`src/rtl/graph_reachability_query_defines.svh`:
```
// Assertion macros shared by the graph reachability query RTL.
// No dependencies; included by the top level only.
`ifndef GRAPH_REACHABILITY_QUERY_DEFINES_SVH
`define GRAPH_REACHABILITY_QUERY_DEFINES_SVH

// Same-cycle implication, disabled during reset.
`define GRQ_ASSERT_NOW(label, clk, rst, ante, cons, msg) \
   label: assert property (@(posedge clk) disable iff (rst) (ante) |-> (cons)) \
      else $error(msg);

// Next-cycle implication, disabled during reset.
`define GRQ_ASSERT_NEXT(label, clk, rst, ante, cons, msg) \
   label: assert property (@(posedge clk) disable iff (rst) (ante) |=> (cons)) \
      else $error(msg);

`endif

```
`src/rtl/grq_pkg.sv`:
```
// Shared types and constants of the graph reachability query block.
// No dependencies; used by grq_search and graph_reachability_query.
package grq_pkg;

   localparam int NODE_COUNT_W = 6;
   localparam int VERTEX_W     = 5;
   localparam int ROW_W        = 32;
   localparam int DATA_W       = 32;
   localparam int ADDR_W       = 2;

   localparam logic CMD_LOAD  = 1'b0;
   localparam logic CMD_QUERY = 1'b1;

   localparam logic [ADDR_W-1:0]       ADDR_NODE_COUNT  = 2'd0;
   localparam logic [NODE_COUNT_W-1:0] NODE_COUNT_RESET = 6'd32;

   typedef struct packed {
      logic busy;
      logic done;
      logic reachable;
   } grq_status_type;

endpackage

```
`src/rtl/grq_search.sv`:
```
// Adjacency memory and frontier search engine of the reachability query block.
// Depends on grq_pkg.
module grq_search #(
   parameter int NODES = 32
) (
   input  logic                              clock,
   input  logic                              reset,
   input  logic                              start,
   input  logic                              take,
   input  logic                              cmd,
   input  logic [grq_pkg::VERTEX_W-1:0]      row_index,
   input  logic [grq_pkg::ROW_W-1:0]         row_bits,
   input  logic [grq_pkg::VERTEX_W-1:0]      query_source,
   input  logic [grq_pkg::VERTEX_W-1:0]      query_target,
   input  logic [grq_pkg::NODE_COUNT_W-1:0]  node_count,
   output grq_pkg::grq_status_type           status
);

   localparam int DEPTH = (NODES < grq_pkg::ROW_W) ? NODES : grq_pkg::ROW_W;
   localparam int AW    = $clog2(DEPTH);
   localparam int CW    = $clog2(NODES + 1);
   localparam int NW    = (CW > grq_pkg::NODE_COUNT_W) ? CW : grq_pkg::NODE_COUNT_W;

   localparam logic [1:0] ST_IDLE   = 2'd0;
   localparam logic [1:0] ST_SEARCH = 2'd1;
   localparam logic [1:0] ST_FINISH = 2'd2;

   logic [DEPTH-1:0] adj_mem [DEPTH];
   logic [DEPTH-1:0] rd_data_ff;

   logic [1:0]       state_ff, state_in;
   logic [DEPTH-1:0] visited_ff, visited_in;
   logic [DEPTH-1:0] pending_ff, pending_in;
   logic [DEPTH-1:0] mask_ff, mask_in;
   logic [AW-1:0]    target_ff, target_in;
   logic             inflight_ff, inflight_in;
   logic             result_ff, result_in;

   logic [NW-1:0]    count_ext, active;
   logic [DEPTH-1:0] mask_now, src_bit, sel_bit, fresh;
   logic [AW-1:0]    sel;
   logic             found, query_ok, row_ok, mem_we, mem_re;

   function automatic logic [AW-1:0] lowest(input logic [DEPTH-1:0] v);
      logic [AW-1:0] idx;
      idx = '0;
      for (int i = DEPTH - 1; i >= 0; i--) begin
         if (v[i]) idx = AW'(i);
      end
      return idx;
   endfunction

   assign count_ext = NW'(node_count);
   assign active    = (count_ext > NW'(NODES)) ? NW'(NODES) : count_ext;
   assign query_ok  = (NW'(query_source) < active) && (NW'(query_target) < active);
   assign row_ok    = NW'(row_index) < NW'(NODES);
   assign src_bit   = DEPTH'(1) << query_source[AW-1:0];
   assign sel       = lowest(pending_ff);
   assign sel_bit   = DEPTH'(1) << sel;
   assign found     = pending_ff != '0;
   assign fresh     = rd_data_ff & mask_ff & ~visited_ff;

   always_comb begin
      for (int w = 0; w < DEPTH; w++) begin
         mask_now[w] = NW'(w) < active;
      end
   end

   always_comb begin
      state_in    = state_ff;
      visited_in  = visited_ff;
      pending_in  = pending_ff;
      mask_in     = mask_ff;
      target_in   = target_ff;
      result_in   = result_ff;
      inflight_in = 1'b0;
      mem_we      = 1'b0;
      mem_re      = 1'b0;
      unique case (state_ff)
         ST_IDLE: begin
            if (start) begin
               if (cmd == grq_pkg::CMD_LOAD) begin
                  mem_we = row_ok;
               end else begin
                  mask_in   = mask_now;
                  target_in = query_target[AW-1:0];
                  if (query_ok) begin
                     visited_in = src_bit;
                     pending_in = src_bit;
                     state_in   = ST_SEARCH;
                  end else begin
                     result_in = 1'b0;
                     state_in  = ST_FINISH;
                  end
               end
            end
         end
         ST_SEARCH: begin
            mem_re      = found;
            inflight_in = found;
            pending_in  = pending_ff & ~(found ? sel_bit : '0);
            if (inflight_ff) begin
               visited_in = visited_ff | fresh;
               pending_in = pending_in | fresh;
            end
            if (!found && !inflight_ff) begin
               result_in = visited_ff[target_ff];
               state_in  = ST_FINISH;
            end
         end
         ST_FINISH: begin
            if (take) state_in = ST_IDLE;
         end
         default: begin
            state_in = ST_IDLE;
         end
      endcase
   end

   always_ff @(posedge clock) begin
      if (mem_we) adj_mem[row_index[AW-1:0]] <= row_bits[DEPTH-1:0];
      if (mem_re) rd_data_ff <= adj_mem[sel];
   end

   always_ff @(posedge clock) begin
      if (reset) begin
         state_ff    <= ST_IDLE;
         inflight_ff <= 1'b0;
      end else begin
         state_ff    <= state_in;
         inflight_ff <= inflight_in;
      end
      visited_ff <= visited_in;
      pending_ff <= pending_in;
      mask_ff    <= mask_in;
      target_ff  <= target_in;
      result_ff  <= result_in;
   end

   assign status.busy      = state_ff != ST_IDLE;
   assign status.done      = state_ff == ST_FINISH;
   assign status.reachable = result_ff;

endmodule

```
`src/rtl/graph_reachability_query.sv`:
```
// Top level of the directed graph reachability query block.
// Depends on grq_pkg, grq_search and graph_reachability_query_defines.svh.
//
// The block holds a directed graph as an adjacency bit matrix and answers
// whether one vertex reaches another. A load word writes one row and returns
// nothing. A query word returns one word with the reachable flag. The search
// reads one adjacency row per cycle, while the frontier holds a pending
// vertex, through the single read port of the adjacency memory. It idles
// whenever the frontier runs empty while a row read is still in flight, and
// on a long chain that happens at every vertex. A query whose source or target
// is out of range returns its word without a search, with the reachable flag
// clear. The input stays stalled from the acceptance of a query until its
// result moves to the output register, so the next word can be accepted in
// the same cycle as the result word appears. A stalled result word holds a
// following result in the search engine. All rows in use must be loaded
// before the first query.
`include "graph_reachability_query_defines.svh"

module graph_reachability_query #(
   parameter int NODES = 32
) (
   input  logic                          clock,
   input  logic                          reset,
   input  logic                          req_valid,
   output logic                          req_stall,
   input  logic                          req_cmd,
   input  logic [grq_pkg::VERTEX_W-1:0]  req_row_index,
   input  logic [grq_pkg::ROW_W-1:0]     req_row_bits,
   input  logic [grq_pkg::VERTEX_W-1:0]  req_query_source,
   input  logic [grq_pkg::VERTEX_W-1:0]  req_query_target,
   output logic                          rsp_valid,
   input  logic                          rsp_stall,
   output logic                          rsp_reachable,
   input  logic                          psel,
   input  logic                          penable,
   input  logic                          pwrite,
   input  logic [grq_pkg::ADDR_W-1:0]    paddr,
   input  logic [grq_pkg::DATA_W-1:0]    pwdata,
   output logic [grq_pkg::DATA_W-1:0]    prdata,
   output logic                          pready
);

   grq_pkg::grq_status_type status;

   logic [grq_pkg::NODE_COUNT_W-1:0] node_count_ff, node_count_in;
   logic rsp_valid_ff, rsp_valid_in;
   logic rsp_reachable_ff, rsp_reachable_in;
   logic req_accept, result_take, csr_write;

   assign pready      = 1'b1;
   assign csr_write   = psel && penable && pwrite && pready
                        && (paddr == grq_pkg::ADDR_NODE_COUNT);
   assign prdata      = (paddr == grq_pkg::ADDR_NODE_COUNT)
                        ? grq_pkg::DATA_W'(node_count_ff) : '0;
   assign node_count_in = csr_write ? pwdata[grq_pkg::NODE_COUNT_W-1:0] : node_count_ff;

   assign req_stall   = status.busy;
   assign req_accept  = req_valid && !req_stall;
   assign result_take = status.done && (!rsp_valid_ff || !rsp_stall);

   assign rsp_valid_in     = result_take || (rsp_valid_ff && rsp_stall);
   assign rsp_reachable_in = result_take ? status.reachable : rsp_reachable_ff;

   grq_search #(
      .NODES (NODES)
   ) u_search (
      .clock        (clock),
      .reset        (reset),
      .start        (req_accept),
      .take         (result_take),
      .cmd          (req_cmd),
      .row_index    (req_row_index),
      .row_bits     (req_row_bits),
      .query_source (req_query_source),
      .query_target (req_query_target),
      .node_count   (node_count_ff),
      .status       (status)
   );

   always_ff @(posedge clock) begin
      if (reset) begin
         node_count_ff <= grq_pkg::NODE_COUNT_RESET;
         rsp_valid_ff  <= 1'b0;
      end else begin
         node_count_ff <= node_count_in;
         rsp_valid_ff  <= rsp_valid_in;
      end
      rsp_reachable_ff <= rsp_reachable_in;
   end

   assign rsp_valid     = rsp_valid_ff;
   assign rsp_reachable = rsp_reachable_ff;

   `GRQ_ASSERT_NEXT(a_load_one_cycle, clock, reset,
      req_accept && (req_cmd == grq_pkg::CMD_LOAD), !status.busy,
      "A row load did not complete in one cycle.")
   `GRQ_ASSERT_NEXT(a_query_starts, clock, reset,
      req_accept && (req_cmd == grq_pkg::CMD_QUERY), status.busy,
      "An accepted query did not start a search.")
   `GRQ_ASSERT_NOW(a_result_from_search, clock, reset,
      $rose(rsp_valid_ff), $past(result_take),
      "A result word appeared without a finished search.")

endmodule
```
`config.mk`:
```
export PLATFORM = sky130hd
export DESIGN_NAME = graph_reachability_query
export DESIGN_NICKNAME = d
export VERILOG_FILES = /design/src/rtl/grq_pkg.sv /design/src/rtl/grq_search.sv /design/src/rtl/graph_reachability_query.sv
export VERILOG_INCLUDE_DIRS = /design/src /design/src/rtl
export SDC_FILE = /design/constraint.sdc
export NUM_CORES = 1
export LEC_CHECK = 0
export BUFFER_PORTS_ARGS = -buffer_cell sky130_fd_sc_hd__buf_2
export CAP_MARGIN = 40
export CORE_ASPECT_RATIO = 0.75
export CORE_UTILIZATION = 40
export DETAILED_ROUTE_END_ITERATION = 16
export GPL_ROUTABILITY_DRIVEN = 0
export PLACE_DENSITY_LB_ADDON = 0.12
export SYNTH_ARGS = -nofsm -noshare
export SYNTH_HDL_FRONTEND = slang
export SYNTH_HIERARCHICAL = 1
export SYNTH_SLANG_ARGS = --single-unit
export TNS_END_PERCENT = 50
```
`constraint.sdc`:
```
create_clock -name clock -period 3.4 [get_ports clock]
set_input_delay 0.51 -clock clock [delete_from_list [all_inputs] [get_ports clock]]
set_output_delay 0.51 -clock clock [all_outputs]
set_load 0.005 [all_outputs]
```
After elaboration in Yosys (flattened, before gate mapping)
Memory sizes are Yosys's and may differ from the RTL's. A register that Yosys moved wholly into a read port is not among the register bits. Index checks and enable logic that the tools add are counted.

Word-level logic and storage cells: 151. Output and inout bits: 36. Bits in latches: 0. Bits of input ports: 89. Memory bits (read-only): 0. Bits in registers: 113. Memory bits (writable): 1024. Memories kept: 1.

Add/subtract/negate cells: 0. Shifts and indexed selects: 2. $mul: 0. Mux-type cells: 61. Magnitude comparators: 36. Divide/modulo/power cells: 0. Bitwise operators: 7. Eq/ne operators: 9. Reduce and logical (&&, ||, !) cells: 25.

Memories: u_search.adj_mem (depth 32, bits a word 32, read ports 1, clocked after memory_dff 1, write ports 1, RTL line grq_search.sv:28) `logic [DEPTH-1:0] adj_mem [DEPTH];`.

Operator list (number): $mux 32 (6); $mux 5 (32); $pmux 32 s2 (2); $and 32x32->32 (3); $lt 5x6->1 const A (16); $not 32->32 (2); $or 32x32->32 (2); $shl 1x5->32 const A (2); $lt 4x6->1 const A (8); $reduce_bool 32->1 (1); $lt 3x6->1 const A (4); $lt 1x6->1 const A (2); $lt 2x6->1 const A (2); $lt 5x6->1 (2); $mux 6 (2); $mux 1 (11); $mux 2 (5); $reduce_and 5->1 (2); $logic_and 1x1->1 (8); $ne 2x1->1 const B (4); $reduce_and 4->1 (2); $gt 6x6->1 const B (1); $lt 5x6->1 const B (1); $ne 2x2->1 const B (3); other kinds (10) (17).

Depth between registers and ports, before layout
Gate-level depths: netlist (run 1).

Depth in word-level cells: 39. Gate-level depth with buffers: 13.

By module
Netlist (run 1), hierarchy kept.

By module, submodules not included: grq_search (cells an instance 3235, area each 46548.4 µm², sequential area each 34833.4 µm², instances 1); graph_reachability_query (cells an instance 69, area each 608.1 µm², sequential area each 170.2 µm², instances 1).

Worst setup path before layout (run 1)
Ideal clock, no wire load.

Kind: flip-flop to flip-flop. Start point: reg u_search.state_ff[1]. End point: reg u_search.visited_ff[0] (enable). Required time: 3.011 ns. Setup slack: -0.392 ns. Arrival time: 3.402 ns. Stages on the path, launching flop included: 8. Cell sequence: dfxtp_1 -> nor2_1 -> inv_1 -> nor2b_1 -> nand2_1 -> nor2_1 -> nand2_1 -> nand2_1.

Word-level cells in the longest chain between the ends: 5.

RTL lines: start, declared (RTL line grq_search.sv:31) `logic [1:0] state_ff, state_in;`; start signal, assigned (RTL line grq_search.sv:130) `state_ff <= state_in;`; $reduce_bool 2->1 (RTL line grq_search.sv:140) `assign status.busy = state_ff != ST_IDLE;`; named net req_stall (RTL line graph_reachability_query.sv:25) `output logic req_stall,`; $logic_not 1->1 (RTL line graph_reachability_query.sv:58) `assign req_accept = req_valid && !req_stall;`; $logic_and 1x1->1 (RTL line graph_reachability_query.sv:58); named net req_accept (RTL line graph_reachability_query.sv:48) `logic req_accept, result_take, csr_write;`; $ne 2x2->1 (no line); $reduce_and 5->1 (no line); end signal, assigned (RTL line grq_search.sv:133) `visited_ff <= visited_in;`; end, declared (RTL line grq_search.sv:32) `logic [DEPTH-1:0] visited_ff, visited_in;`.

The timed path passes the listed nets, and every way through them passes these cells. A chain may end at the register's enable or synchronous reset.

Final worst setup path (run 1)
Start point: reg u_search.pending_ff[24]. End point: reg u_search.rd_data_ff[6], read port of u_search.adj_mem (data pin).

Word-level cells in the longest chain between the ends: 25.

RTL lines: start, declared (RTL line grq_search.sv:33) `logic [DEPTH-1:0] pending_ff, pending_in;`; start signal, assigned (RTL line grq_search.sv:134) `pending_ff <= pending_in;`; $mux 5 (25 in series) (RTL line grq_search.sv:48) `if (v[i]) idx = AW'(i);`; end, declared (RTL line grq_search.sv:29) `logic [DEPTH-1:0] rd_data_ff;`.

Parallel ways exist; a longest one is shown, timed or not.

==> results.txt, run 1 <==
WL/cell: 29.6 um
antenna violations before repair: 5
hold path cells: 3
Root Buffer Master: clkbuf_16
CP top delay family: compound AO/OA/AOI/OAI gates
Yosys reg bits: 1169
leak pwr: 18.6 nW
clock skew: 21.4 ps
critical-path cell list: or4_1 -> o211ai_1 -> a2111oi_4 -> nor4_4 -> buf_12 -> nand2_1 -> buf_12 -> buf_4 -> a221oi_2 -> a311oi_2 -> a22oi_1
DIE WIDTH: 398 um
Post-Syn Area: 47200 um2
Synth area leaders: edfxtp_1, nand2_1, mux2i_1
worst path arrival time: 3840 ps
I/O Buffers: 71
most used cell, CP: buf_12
initial core utilization: 40.5%
Via-to-Cell Ratio: 5.95
design area: 55700 um2
DRC: 0
largest net degree at the start of global routing: 51
Core Area: 116000 um2
setup_tns: 0 ps
Worst EP required: 3890 ps
1st-pass router iterations: 6
hpwl dp: 88.3 mm
clk_lat worst skew: 730 ps
Via Count: 30890
CP Launch Type: flop
Synth Warn #: 6
Final nets: 3650
max_cap viols: 0
Worst Hold Class: in2reg
Worst Setup End Kind: flop
DP Worst Slack: -53.1 ps
cells after synthesis: 3304
Fillers: 9987
Area after DPL: 51800 um2
Top FF cell, synth: edfxtp_1
detailed router's first-iteration violation count: 3549
Worst-Margin Slew: 862 ps
Power Dens Cells: 787 nW/um2
first-pass GRT wire length: 218 mm
GR Overflow Total: 0
WL final: 154 mm
FF+latch area: 35000 um2
CP peak stage delay: 570 ps
Final Hold Viols: 0
CTS sink cnt: 1169
slowest library cell on the worst path: or4_1
Global Route Usage Sum: 25.6%
post-synth top area share: 73.8%
CP max FO: 8
status: finished, final reports clean
Max VDD drop: 0.442 mV
Avg Cell Area, Syn: 14.3 um2
CP bufs+invs: 3
Area Growth Syn to Fin: 18.1%
Async S/R FF share, synth: 0%
leading area contributor after synthesis: edfxtp_1
leading cell types in the layout, fill and taps excluded: edfxtp_1, nand2_1, a21oi_1
Post-synth EDFFs: 1159
Setup CP Type: reg2reg
Rows: 108
Die Footprint: 119000 um2
Reg clk slew, reported paths: 60 ps
Slew HR: 42.4%
RSZ-0062 raised after global routing: yes
Crit path depth: 11
Bufs on Longest Clock Path: 3
Detail Route Antenna Nets: 0
Top Ports: 125
most common cell after layout, fill and taps aside: edfxtp_1
sequential share of the synthesized area: 74.2%
Slew Viols, Final: 0
crit share post-route: 98.4%
H-tree levels: 3
die height: 299 um
Period minus WS final: 3350 ps
Final WS setup: 53.2 ps
CTS tree: yes
Synth cell types: 69
vias in the first global route: 29696
Setup violations, final: 0
Multi-input gate area: 11500 um2
CTS buffer count: 114
Overall Power: 43.8 mW
share of layout cells above drive strength 1: 16.9%
Register-to-Register Path Depth: 11
fmax: 0.299 GHz
area by class of cell:
type                       count  area share, %
inverter                      13         0.0876
clock inverter                73           1.01
clock buffer                 138           5.36
timing repair buffer         352           6.49
antenna                        1        0.00449
sequential                  1169           62.9
tap                         1540           3.46
multi-input combinational   1903           20.7
cells by family after synthesis:
| logic type | count (synthesis) | share of synthesized area (%) |
|---|---|---|
| adders and majority gates | 8 | 0.212 |
| other | 2 | 0.0159 |
| buffers and inverters | 257 | 2.62 |
| and+or+nand+nor | 1047 | 9.76 |
| muxes | 131 | 3.05 |
| AOI/OAI and AO/OA | 690 | 10.1 |
| DFF | 1169 | 74.2 |
worst register-to-register path: cells and delay by family, from the launching register on:
kind / cells / cell delay, ps
AO/OA/AOI/OAI: 5 / 1230
buffers and inverters: 3 / 540
flip-flops: 1 / 430
AND/OR/NAND/NOR: 3 / 940
per-layer routing:
layer	vias up	GRT usage (%)	part of all wire (%)
met4	2	6.02	2.3
met1	16020	38.7	45
met3	227	5.21	8.4
met2	1366	37.9	44
li1	13275	-	-
met5	-	0	0.0085
sequential cells by signal (all words and copies together) (netlist names), 2 cells and up:
name and flops:
node_count_ff 6, u_search/adj_mem 1024, u_search/mask_ff 32, u_search/pending_ff 32, u_search/rd_data_ff 32, u_search/state_ff 2, u_search/target_ff 5, u_search/visited_ff 32
per-stage QoR:
stage / hold WS (ps) / util (%) / instances
final: 50.4 / 47.9 / 5189
after global routing: 28.4 / 47.9 / 5188
after CTS: 0.972 / 47.6 / 5177
after detailed placement: 424 / 44.5 / 4961
after global placement: 423 / 44.5 / 4958
after floorplan: 456 / - / 3329
report_power, final:
group	internal (mW)	switching, mW
Combinational	5.40	8.90
Clock	6.77	5.49
Sequential	16.7	0.583
path summary, 6_finish.rpt:
path / from / to / slack [ps]
max: u_search/pending_ff[24] / u_search/rd_data_ff[6] / 50
min: rsp_stall / rsp_valid / 50
max reg2reg: u_search/pending_ff[24] / u_search/rd_data_ff[6] / 50
min reg2reg: u_search/result_ff / rsp_reachable / 460
cell usage after synthesis, types with 3 or more instances:
cell / number
a21boi_0: 10
clkbuf_1: 116
edfxtp_1: 1159
o221ai_1: 26
nor2_1: 77
o21ai_0: 21
a211oi_1: 14
o21ai_1: 6
dfxtp_1: 10
or2_2: 7
nand3_1: 141
o22ai_1: 34
nand2b_1: 25
o211ai_1: 40
a21oi_1: 226
nor2b_1: 23
and2_2: 6
or4_1: 3
buf_2: 58
buf_1: 22
a31oi_1: 51
nand2_1: 681
mux4_2: 10
and4b_1: 4
buf_4: 43
a21o_1: 5
nand3b_1: 27
inv_1: 13
o21bai_1: 8
a221oi_1: 77
ha_1: 8
a22oi_1: 17
nor4_1: 8
buf_6: 5
a311oi_1: 26
nand4_1: 21
mux2i_1: 121
o311ai_0: 7
nor3_1: 6
o311ai_1: 13
o2111ai_1: 3
a32oi_1: 90
repair_timing:
| item | CTS | global route |
|---|---|---|
| pin swaps | 0 | 6 |
| hold endpoints to repair | 5 | 0 |
| resized for setup | 7 | 26 |
| buffers inserted | 0 | 11 |
| setup endpoints to repair | 5 | 33 |
| hold buffers | 5 | 0 |
Note: power is estimated with default switching activity, not from simulation.
==> run 2: changes to the inputs <==
SYNTH_HIERARCHICAL = unset   (was 1)
==> run 2 against run 1 <==
The flow now finishes with violations (design-rule violations). Via count down 2.4%. Setup slack improved by 43 ps. Total power is 26% lower. Fmax increased by 1.3%. Sequential share of layout area decreased by 0.46 points. Global-route usage is 1.5 points lower. Combinational power is 74% lower. Clock skew rose by 5.3 ps. Sequential cell count did not move. Utilization decreased by 0.26 points. Non-clock buffer count grew 9. Critical path type unchanged.
==> results.txt, run 2 <==
status: finished, violations left
violated checks: design-rule violations
post-synth top area share: 73.3% (-0.51 points)
Slew Viols, Final: 0 (unchanged)
Seq pwr share: 50.4% (+11 points)
WL final: 146 mm (-4.8%)
Worst Setup End Kind: flop
Power Dens Cells: 577 nW/um2 (-27%)
global route hottest layer: met2
CTS buffer count: 116 (+1.8%)
Root Buffer Master: clkbuf_16
Final WS setup: 95.8 ps (+42.7 ps)
fmax: 0.303 GHz (+1.3%)
Top FF cell, synth: edfxtp_1
Rows: 109 (+0.93%)
top-count cell post-synth: edfxtp_1
max_cap viols: 0 (unchanged)
RSZ-0062 raised after global routing: yes
clk_lat worst skew: 740 ps (about the same)
WL/cell: 28.0 um (-5.3%)
DRC: 2 (+2)
Top Ports: 125 (unchanged)
Clock Power Share: 38.2% (+10 points)
CTS sink cnt: 1169 (unchanged)
Synth Warn #: 0 (-6)
first-pass GRT wire length: 207 mm (-5.0%)
Setup CP Type: reg2reg
Hold WS: 76.7 ps (+26.3 ps)
leading cell types in the layout, fill and taps excluded: edfxtp_1, nand2_1, nand3_1
worst hold start: pwdata[0]
CP Launch Type: flop
CP max FO: 30 (+22)
leak pwr: 19.2 nW (+3.3%)
Synth cell types: 69 (unchanged)
DP Worst Slack: -96.7 ps (-43.6 ps)
largest net degree at the start of global routing: 46 (-9.8%)
Worst EP required: 3970 ps (+80 ps)
capturing point of the worst reg2reg path: u_search.rd_data_ff[1]
vias in the first global route: 28795 (-3.0%)
crit share post-route: 97.2% (-1.3 points)
Worst Hold Class: in2reg
top cells by count, synth: edfxtp_1, nand2_1, nand3_1
Via Count: 30141 (-2.4%)
detailed router's first-iteration violation count: 3520 (-0.82%)
setup_tns: 0 ps (unchanged)
Yosys reg bits: 1169 (unchanged)
1st-pass router iterations: 12 (+6)
H-tree levels: 3 (unchanged)
share of layout cells above drive strength 1: 17.7% (+0.83 points)
Core Area: 118000 um2 (+1.3%)
Detail Route Antenna Nets: 0 (unchanged)
Psw: 8.04 mW (-46%)
worst path arrival time: 3880 ps (+40 ps)
Overall Power: 32.3 mW (-26%)
diode count: 0 (-1)
Bufs on Longest Clock Path: 3 (unchanged)
GR Overflow Total: 0 (unchanged)
GR Layer Usage met1: 36.6% (-2.1 points)
die height: 300 um (+0.35%)
Final Hold Viols: 0 (unchanged)
Post-Syn Area: 47500 um2 (+0.70%)
Area Growth Syn to Fin: 18.1% (about the same)
antenna violations before repair: 3 (-2)
hold path cells: 3 (unchanged)
sequential share of the synthesized area: 73.7% (-0.52 points)
cells after synthesis: 3280 (-0.73%)
Post-synth EDFFs: 1159 (unchanged)
hpwl dp: 91.8 mm (+4.0%)
met3 Use GR: 3.73% (-1.5 points)
Via-to-Cell Ratio: 5.78 (-2.9%)
clock skew: 26.7 ps (+5.31 ps)
Final Util: 47.6% (-0.26 points)
Register-to-Register Path Depth: 9 (-2)
Slew HR: 43.6% (+1.2 points)
internal power: 24.3 mW (-16%)
Die Footprint: 120000 um2 (+0.70%)
Period minus WS final: 3300 ps (-42.7 ps)
setup slack, reg-to-reg: 100 ps (+40 ps)
leading area contributor after synthesis: edfxtp_1
Net Sw Frac: 24.9% (-9.3 points)
Worst-Margin Slew: 846 ps (-16.0 ps)
Largest register FFs: 1024 (unchanged)
most common cell after layout, fill and taps aside: edfxtp_1
DIE WIDTH: 400 um (+0.35%)
I/O Buffers: 71 (unchanged)
Comb pwr share: 11.4% (-21 points)
Final nets: 3664 (+0.38%)
GR Util met2: 36.6% (-1.3 points)
hold path endpoint: node_count_ff[0]
Avg Cell Area, Syn: 14.5 um2 (+1.4%)
Reg clk slew, reported paths: 70 ps (about the same)
Global Route Usage Sum: 24.1% (-1.5 points)
Setup violations, final: 0 (unchanged)
initial core utilization: 40.3% (-0.23 points)
CTS tree: yes
Synth area leaders: edfxtp_1, nand2_1, mux2i_1
Critical R2R Launch: u_search.pending_ff[6]
Async S/R FF share, synth: 0% (unchanged)
Max VDD drop: 0.437 mV (-1.1%)
[run 2: critical path, stage by stage, from the launching register on]
cell and delay, ps:
edfxtp_1 520, or3_1 390, o21ai_0 410, o2111ai_4 190
buf_4 210, buf_12 170, mux2i_1 150, a221oi_1 520
a32oi_2 270, o2111ai_1 250
[run 2: how the worst max path moves through the flow]
stage,start,to,slack [ps],cells past startpoint
floorplan,u_search.state_ff[1],u_search.adj_mem[12][0],200,6
global placement,u_search.pending_ff[27],u_search.rd_data_ff[28],-80,11
detailed placement,u_search.pending_ff[27],u_search.rd_data_ff[28],-100,11
CTS,u_search.pending_ff[27],u_search.rd_data_ff[19],30,11
global route,u_search.pending_ff[16],u_search.rd_data_ff[31],-30,11
finish,u_search.pending_ff[6],u_search.rd_data_ff[1],100,9
[run 2: repair_timing]
action                                  in CTS  in global routing
hold buffers                                 9                  0
hold endpoints to repair                     9                  0
gates resized for setup                      1                 20
setup buffers                                3                  2
endpoints found under the setup margin       5                 25
pin swaps                                    1                  4
[run 2: per-layer routing]
metal / part of all wire [%] / wire length, um
met5: 0.012 / 18
met4: 1.8 / 2690
met3: 7.5 / 10900
met2: 45 / 65200
met1: 46 / 67400
[run 2: per-stage QoR]
step	cell area (um2)	cells
6_report	56100	5217
5_1_grt	56100	5217
4_1_cts	56000	5215
3_5_place_dp	52200	4989
3_3_place_gp	52200	4988
2_1_floorplan	47600	3305
[run 2: power by group through the flow]
stage	clock network [mW]	registers (mW)	logic, mW
2_1_floorplan	0	16.5	2.03
3_3_place_gp	0	16.6	3.58
3_5_place_dp	0	16.6	3.61
4_1_cts	12.6	16.3	3.64
5_1_grt	13.1	16.3	3.94
6_report	12.4	16.3	3.68
[run 2: logic make-up (layout without fill, tap and decap cells)]
group | count (synthesis) | in the layout | share of synthesized area [%]
compound gates | 507 | 507 | 7.77
fa+ha+maj | 8 | 8 | 0.211
buf+inv | 232 | 590 | 2.66
flops | 1169 | 1169 | 73.7
mux | 196 | 196 | 4.68
other cells | 2 | 27 | 0.0158
simple gates | 1166 | 1166 | 11.0
[run 2: final cells by class]
type | instances | area [um2]
fill | 10202 | 61700
sequential | 1169 | 35000
multi-input combinational | 1904 | 11800
timing repair buffer | 361 | 3730
clock buffer | 140 | 3050
tap | 1554 | 1940
clock inverter | 74 | 543
inverter | 15 | 56.3
